**src/rtl/core/mie_pkg.sv**
```systemverilog
// ----------------------------------------------------------------------------
// mie_pkg: shared definitions for the modular inverse block
// constants and sequencer state type used across the design
// ----------------------------------------------------------------------------
`default_nettype none

package mie_pkg;

    // default operand width, 63 bits keeps the signed coefficient in 64 bits
    localparam int WIDTH_DEF = 63;

    typedef enum logic [2:0] {
        ST_IDLE,
        ST_CHECK,
        ST_DIV,
        ST_LIFT,
        ST_FIX,
        ST_DONE
    } t_state;

endpackage

`default_nettype wire

```
**src/rtl/core/mie_div_unit.sv**
```systemverilog
// ----------------------------------------------------------------------------
// mie_div_unit: bit-serial divide with coefficient product
// restoring division one quotient bit per cycle, with q*c built by horner steps
// ----------------------------------------------------------------------------
`default_nettype none

module mie_div_unit
    import mie_pkg::*;
#(
    parameter int WIDTH = WIDTH_DEF
) (
    input  wire logic             i_clk,
    input  wire logic             i_rst_n,
    input  wire logic             i_start,
    input  wire logic [WIDTH-1:0] i_dividend,
    input  wire logic [WIDTH-1:0] i_divisor,
    input  wire logic [WIDTH:0]   i_coef,
    output logic                  o_done,
    output logic [WIDTH-1:0]      o_rem,
    output logic [WIDTH:0]        o_prod
);

    localparam int CW = $clog2(WIDTH);

    logic             r_busy;
    logic             r_done;
    logic [CW-1:0]    r_cnt;
    logic [WIDTH-1:0] r_dvd;
    logic [WIDTH-1:0] r_dvs;
    logic [WIDTH:0]   r_coef;
    logic [WIDTH-1:0] r_rem;
    logic [WIDTH:0]   r_prod;

    logic [WIDTH:0]   rem_sh;
    logic [WIDTH+1:0] diff;
    logic             qbit;
    logic [WIDTH-1:0] n_rem;
    logic [WIDTH:0]   n_prod;

    always_comb begin
        rem_sh = {r_rem, r_dvd[WIDTH-1]};
        diff   = {1'b0, rem_sh} - {2'b00, r_dvs};
        qbit   = ~diff[WIDTH+1];
        n_rem  = qbit ? diff[WIDTH-1:0] : rem_sh[WIDTH-1:0];
        // product kept modulo 2^(WIDTH+1), true value stays small
        n_prod = {r_prod[WIDTH-1:0], 1'b0} + (qbit ? r_coef : '0);
    end

    always_ff @(posedge i_clk) begin
        if (!i_rst_n) begin
            r_busy <= 1'b0;
            r_done <= 1'b0;
            r_cnt  <= '0;
        end else begin
            r_done <= 1'b0;
            if (i_start) begin
                r_busy <= 1'b1;
                r_cnt  <= CW'(WIDTH - 1);
            end else if (r_busy) begin
                r_cnt <= r_cnt - 1'b1;
                if (r_cnt == '0) begin
                    r_busy <= 1'b0;
                    r_done <= 1'b1;
                end
            end
        end
    end

    always_ff @(posedge i_clk) begin
        if (i_start) begin
            r_dvd  <= i_dividend;
            r_dvs  <= i_divisor;
            r_coef <= i_coef;
            r_rem  <= '0;
            r_prod <= '0;
        end else if (r_busy) begin
            r_dvd  <= {r_dvd[WIDTH-2:0], 1'b0};
            r_rem  <= n_rem;
            r_prod <= n_prod;
        end
    end

    assign o_done = r_done;
    assign o_rem  = r_rem;
    assign o_prod = r_prod;

endmodule

`default_nettype wire

```
**src/rtl/core/modular_inverse_ext_euclid.sv**
```systemverilog
// ----------------------------------------------------------------------------
// modular_inverse_ext_euclid: modular inverse by extended euclid
// returns value^-1 mod modulus and gcd(value, modulus), one result per item
// ----------------------------------------------------------------------------
// One transaction carries a value and a modulus; one result transaction comes
// back with the inverse and the gcd. The inverse is only meaningful when the
// gcd is one; otherwise it holds the lifted bezout coefficient. A zero modulus
// gives inverse zero and gcd equal to the value. Only one item is in work at a
// time: s_axis_tready is high only while the sequencer is idle. Each euclid
// round runs through one shared bit-serial divider, which also builds the
// quotient times coefficient product; the first round is the reduction of
// the value by the modulus, and for 63-bit operands the round count stays
// below about 93. The finished result waits in an output register, so the
// next item can be taken while it is not yet picked up.
// ----------------------------------------------------------------------------
`default_nettype none

module modular_inverse_ext_euclid
    import mie_pkg::*;
#(
    parameter int WIDTH = WIDTH_DEF
) (
    input  wire logic                                 i_clk,
    input  wire logic                                 i_rst_n,
    input  wire logic                                 s_axis_tvalid,
    output logic                                      s_axis_tready,
    // value [WIDTH-1:0], modulus [2*WIDTH-1:WIDTH], zero pad above
    input  wire logic [8*((2*WIDTH+7)/8)-1:0]         s_axis_tdata,
    output logic                                      m_axis_tvalid,
    input  wire logic                                 m_axis_tready,
    // inverse [WIDTH-1:0], common_divisor [2*WIDTH-1:WIDTH], zero pad above
    output logic [8*((2*WIDTH+7)/8)-1:0]              m_axis_tdata
);

    localparam int DATA_W = 8 * ((2 * WIDTH + 7) / 8);

    // sequencer
    t_state r_state;
    t_state n_state;

    // euclid pair and bezout coefficient pair (two's complement, WIDTH+1 bits)
    logic [WIDTH-1:0] r_mod;
    logic [WIDTH-1:0] r_rp;
    logic [WIDTH-1:0] r_rc;
    logic [WIDTH:0]   r_cp;
    logic [WIDTH:0]   r_cc;

    // result register
    logic             r_out_valid;
    logic [WIDTH-1:0] r_out_inv;
    logic [WIDTH-1:0] r_out_gcd;

    logic             in_hs;
    logic             div_start;
    logic             out_load;
    logic             div_done;
    logic [WIDTH-1:0] div_rem;
    logic [WIDTH:0]   div_prod;
    logic [WIDTH:0]   mod_ext;

    assign in_hs   = s_axis_tvalid & s_axis_tready;
    assign mod_ext = {1'b0, r_mod};

    // shared divide unit: quotient bits and q*c_cur product per round
    mie_div_unit #(
        .WIDTH (WIDTH)
    ) u_div (
        .i_clk      (i_clk),
        .i_rst_n    (i_rst_n),
        .i_start    (div_start),
        .i_dividend (r_rp),
        .i_divisor  (r_rc),
        .i_coef     (r_cc),
        .o_done     (div_done),
        .o_rem      (div_rem),
        .o_prod     (div_prod)
    );

    // next state
    always_comb begin
        n_state = r_state;
        unique case (r_state)
            ST_IDLE:  if (in_hs) n_state = ST_CHECK;
            ST_CHECK: n_state = (r_rc == '0) ? ST_LIFT : ST_DIV;
            ST_DIV:   if (div_done) n_state = ST_CHECK;
            ST_LIFT:  n_state = ST_FIX;
            ST_FIX:   n_state = ST_DONE;
            ST_DONE:  if (!r_out_valid || m_axis_tready) n_state = ST_IDLE;
            default:  n_state = ST_IDLE;
        endcase
    end

    // sequencer outputs
    always_comb begin
        s_axis_tready = 1'b0;
        div_start     = 1'b0;
        out_load      = 1'b0;
        unique case (r_state)
            ST_IDLE:  s_axis_tready = 1'b1;
            ST_CHECK: div_start = (r_rc != '0);
            ST_DONE:  out_load = !r_out_valid || m_axis_tready;
            default:  ;
        endcase
    end

    always_ff @(posedge i_clk) begin
        if (!i_rst_n) begin
            r_state     <= ST_IDLE;
            r_out_valid <= 1'b0;
        end else begin
            r_state <= n_state;
            if (out_load) begin
                r_out_valid <= 1'b1;
            end else if (m_axis_tready) begin
                r_out_valid <= 1'b0;
            end
        end
    end

    // datapath: the first round (value, modulus) with coefficients (1, 0)
    // does the reduction of the value by the modulus
    always_ff @(posedge i_clk) begin
        unique case (r_state)
            ST_IDLE: begin
                if (in_hs) begin
                    r_rp  <= s_axis_tdata[WIDTH-1:0];
                    r_rc  <= s_axis_tdata[2*WIDTH-1:WIDTH];
                    r_mod <= s_axis_tdata[2*WIDTH-1:WIDTH];
                    r_cp  <= (WIDTH+1)'(1);
                    r_cc  <= '0;
                end
            end
            ST_DIV: begin
                if (div_done) begin
                    r_rp <= r_rc;
                    r_rc <= div_rem;
                    r_cp <= r_cc;
                    r_cc <= r_cp - div_prod;
                end
            end
            ST_LIFT: begin
                // zero modulus forces inverse zero, negative coefficient lifted
                if (r_mod == '0) begin
                    r_cp <= '0;
                end else if (r_cp[WIDTH]) begin
                    r_cp <= r_cp + mod_ext;
                end
            end
            ST_FIX: begin
                if (r_cp >= mod_ext && r_mod != '0) begin
                    r_cp <= r_cp - mod_ext;
                end
            end
            default: ;
        endcase
    end

    always_ff @(posedge i_clk) begin
        if (out_load) begin
            r_out_inv <= r_cp[WIDTH-1:0];
            r_out_gcd <= r_rp;
        end
    end

    assign m_axis_tvalid = r_out_valid;
    // zero extension fills the pad bits
    assign m_axis_tdata  = DATA_W'({r_out_gcd, r_out_inv});

endmodule

`default_nettype wire

```
**config.mk**
```make
export PLATFORM = sky130hd
export DESIGN_NAME = modular_inverse_ext_euclid
export DESIGN_NICKNAME = d
export VERILOG_FILES = /design/src/rtl/core/mie_pkg.sv /design/src/rtl/core/mie_div_unit.sv /design/src/rtl/core/modular_inverse_ext_euclid.sv
export SDC_FILE = /design/constraint.sdc
export NUM_CORES = 2
export LEC_CHECK = 0
export BUFFER_PORTS_ARGS = -buffer_cell sky130_fd_sc_hd__buf_2
export CAP_MARGIN = 20
export CORE_ASPECT_RATIO = 1.4
export CORE_UTILIZATION = 40
export DETAILED_ROUTE_END_ITERATION = 16
export GPL_TIMING_DRIVEN = 0
export PLACE_DENSITY = 0.67
export SYNTH_ARGS = -nofsm -noshare
export SYNTH_HDL_FRONTEND = slang
export SYNTH_SLANG_ARGS = --single-unit
```
**constraint.sdc**
```tcl
create_clock -name i_clk -period 10.4 [get_ports i_clk]
set_input_delay 1.56 -clock i_clk [delete_from_list [all_inputs] [get_ports i_clk]]
set_output_delay 1.56 -clock i_clk [all_outputs]
set_load 0.005 [all_outputs]
```
==> summary.txt <==
Run status
  – Outcome: finished, final reports clean

CTS
  – CTS max path bufs: 3
  – Post-cts hold buffer count: 0
  – Clock latency on the worst-skew pair: 0.70 ns
  – Postcts setup bufs: 0
  – H-Tree Level Count: 3
  – Sink Count: 772
  – CTS Root Cell: clkbuf_16
  – CTS Buf Count: 80
  – Post-CTS Resized: 0
  – CTS tree: built
  – Clock transition at path regs: 0.07 ns

Worst setup path
  – Reg2Reg Depth: 25
  – Critical Path Stages: 25
  – CP endpoint kind: flip-flop
  – CP startpoint: u_div.r_dvs[0]
  – Crit path max fanout: 10
  – CP max stage delay: ~0.84 ns
  – Critical path's most frequent cell: a21oi_1
  – Setup CP Type: flip-flop to flip-flop
  – Crit path launch type: flip-flop
  – RR Startpoint: u_div.r_dvs[0]
  – Reg-to-reg slack, setup: a little under 0.9 ns
  – Crit path buf inv count: 3
  – Largest delay contributor family on the critical path: compound AO/OA/AOI/OAI gates
  – Critical-path top delay cell: o41ai_2
  – R2r endpoint: u_div.o_prod[62]
  – Worst path required time: 10.92 ns
  – Crit path DAT: between 10 and 15 ns
  – Worst setup path end: u_div.o_prod[62]

Route
  – Vias: 40380
  – Drc violations: 0
  – DRT iter0 DRCs: approximately 3300
  – WL/cell: 25.19 um
  – First drt pass iteration count: 5
  – Drt total wl: 175.4 mm
  – Vias per Instance: 5.799
  – Routed Antenna Nets: 0

Placed design
  – Gpl congestion: 0.9998
  – Pre-CTS WS: about 1.0 ns
  – Input/output buffers: 257
  – DP HPWL: around 140 mm

Die
  – IO Count: 262
  – Initial Util: 0.4029
  – Die X: 292.9 um
  – Core Area: 0.1176 mm^2
  – Die height: ~410 um
  – Die area: between 0.1 and 0.15 mm^2
  – FP Rows: between 100 and 150

Synthesis
  – Cells after Synth: 4936
  – Sequential fraction of the synthesis area: 0.4597
  – Top_reg_cell synth: edfxtp_1
  – Ys Warns: 0
  – Ys async rst share: 0
  – Mean Syn Cell Area: 9.603 um^2
  – Post-synth EDFFs: ~630
  – Post-synth cell types: 92
  – Seq cells post-synth: 772
  – Mapped cell area: 0.04740 mm^2

Global route
  – Vias in the first global route: 40100
  – GRT Util Overall: 0.2871
  – Initial antenna violation count: 9
  – Largest net degree at the start of global routing: just over 70
  – First-pass GRT wire length: 254.8 mm
  – GRT overflow: 0

Timing
  – Relative max-transition margin: 0.1812
  – Final setup violation count: 0
  – Final worst slack: 0.8797 ns
  – Clock Skew: 0.03740 ns
  – Min cycle time layout: 9.520 ns
  – Tcrit/Tclk final: 0.9154
  – RSZ-0062 raised after global routing: false
  – FMAX: 105.0 MHz
  – Worst slew pin tran: 1.228 ns
  – Final hold violation count: 0
  – Slew Limit Fails: 0
  – Final setup TNS: 0 ns

Job
  – Max-cap viol count: 0

Min path
  – HP Class: flip-flop to flip-flop

Power
  – Static leakage: 21.92 nW
  – Power consumption: ~17 mW
  – Max VDD drop: 0.1351 mV
  – Pwr dens: 306.1 mW/mm^2

Layout
  – # fillers: approximately 11000
  – Area Growth Syn to Fin: 14.01%
  – Nets: 5763
  – Post-layout util: 0.4594
  – Layout cells sized above 1: 0.1051
synth_stat cells (all sizes together) (58+ instances only):
cell type / number / share of area
nand2: 690 / 0.055
mux2: 62 / 0.015
xnor2: 125 / 0.023
dfxtp: 139 / 0.059
o21bai: 74 / 0.012
edfxtp: 633 / 0.40
xor2: 61 / 0.011
and2: 86 / 0.011
ha: 316 / 0.083
nor3: 64 / 0.0068
a21oi: 378 / 0.040
inv: 313 / 0.025
clkbuf: 217 / 0.017
nor4: 58 / 0.0078
nand3: 61 / 0.0064
a21o: 161 / 0.025
nor2: 414 / 0.033
a311oi: 61 / 0.011
nand4: 91 / 0.012
o21ai: 201 / 0.021
worst register-to-register path, cell delays in order, from the launching register on:
cell       delay [ns]
edfxtp_1         0.40
ha_1             0.25
fa_1             0.40
nand2b_1         0.21
a21oi_1          0.26
o21ai_0          0.23
a21o_1           0.25
o21ai_1          0.66
a21oi_1          0.31
o31ai_2          0.54
clkbuf_1         0.56
buf_8            0.26
clkbuf_1         0.76
and2_1           0.26
ha_1             0.26
a21o_1           0.15
a21o_1           0.20
a211o_1          0.29
a21oi_1          0.16
o21a_1           0.30
o41ai_2          0.84
a2111oi_0        0.40
nor4_1           0.82
a21oi_1          0.27
mux2i_1          0.22
o31ai_1          0.08
layer usage:
metal / vias up / share of wire / global-route usage
met1: 19640 / 0.38 / 0.3315
met3: 434 / 0.055 / 0.03553
met4: 2 / 0.076 / 0.2009
met5: - / 0.000091 / 0
li1: 18780 / - / -
met2: 1533 / 0.49 / 0.4922
report_power, final:
group	total, mW	switching (mW)	internal, mW
sequential	4.96	0.671	4.29
clock	3.01	1.34	1.67
combinational	8.56	5.49	3.07
sequential cells by signal, indices dropped and copies added (netlist names), 64 cells and up:
| name | flops |
|---|---|
| r_cc | 64 |
| r_cp | 64 |
| u_div.o_prod | 64 |
| u_div.r_coef | 64 |
stage by stage:
stage	hold WS, ns	instance area, um^2	instances
2_1_floorplan	0.4174	47400	4937
3_3_place_gp	0.4226	50670	6779
3_5_place_dp	0.4307	51330	6812
4_1_cts	0.4373	54020	6959
5_1_grt	0.4489	54030	6962
6_report	0.4369	54040	6964
final cells by class:
type                            instances  area, um^2  share of cell area
Antenna cell                            4       10.01           0.0001852
Clock buffer                          109        2213             0.04096
Buffer                                257        1028             0.01903
Inverter                              313        1177             0.02179
Sequential cell                       772       21790              0.4033
Tap cell                             1585        1983             0.03670
Multi-Input combinational cell       3595       23460              0.4340
Clock inverter                         38       484.2            0.008961
Timing Repair Buffer                  291        1896             0.03508
worst min-delay path by stage:
stage                        start  slack [ns]            end  depth (start not counted)
after floorplan            r_rp[0]        0.42   r_out_gcd[0]                          0
after detailed placement   r_rp[4]        0.43   r_out_gcd[4]                          0
after global routing      r_rp[33]        0.45  r_out_gcd[33]                          0
final                      r_rp[4]        0.44   r_out_gcd[4]                          0
after CTS                  r_rp[4]        0.44   r_out_gcd[4]                          0
after global placement    r_rp[23]        0.42  r_out_gcd[23]                          0
kinds of logic after synthesis:
| family | share of synthesized area |
|---|---|
| buffers and inverters | 0.04627 |
| AOI/OAI and AO/OA | 0.1899 |
| adders and majority gates | 0.08553 |
| muxes | 0.02656 |
| and+or+nand+nor | 0.1575 |
| xor gates and xnor gates | 0.03437 |
| other | 0.00007912 |
| DFF | 0.4597 |
placed cells by master (no fill, tap or decap), types with 37 or more instances in the layout:
master / n
o21bai_1: 73
a211oi_1: 41
nand4_1: 91
buf_2: 285
nor3_1: 63
o21ai_0: 192
xor2_1: 61
dfxtp_1: 139
a221o_1: 53
nand2b_1: 56
nand2_1: 690
and2_1: 84
nand3_1: 61
edfxtp_1: 633
clkbuf_16: 82
nor2_1: 413
nor4_1: 57
o221ai_1: 41
a21oi_1: 377
mux2i_1: 56
mux2_2: 62
ha_1: 316
clkbuf_1: 232
xnor2_1: 125
a311oi_1: 60
nor2b_1: 37
a21o_1: 160
inv_1: 310
Power figures use the tool's default switching activity.
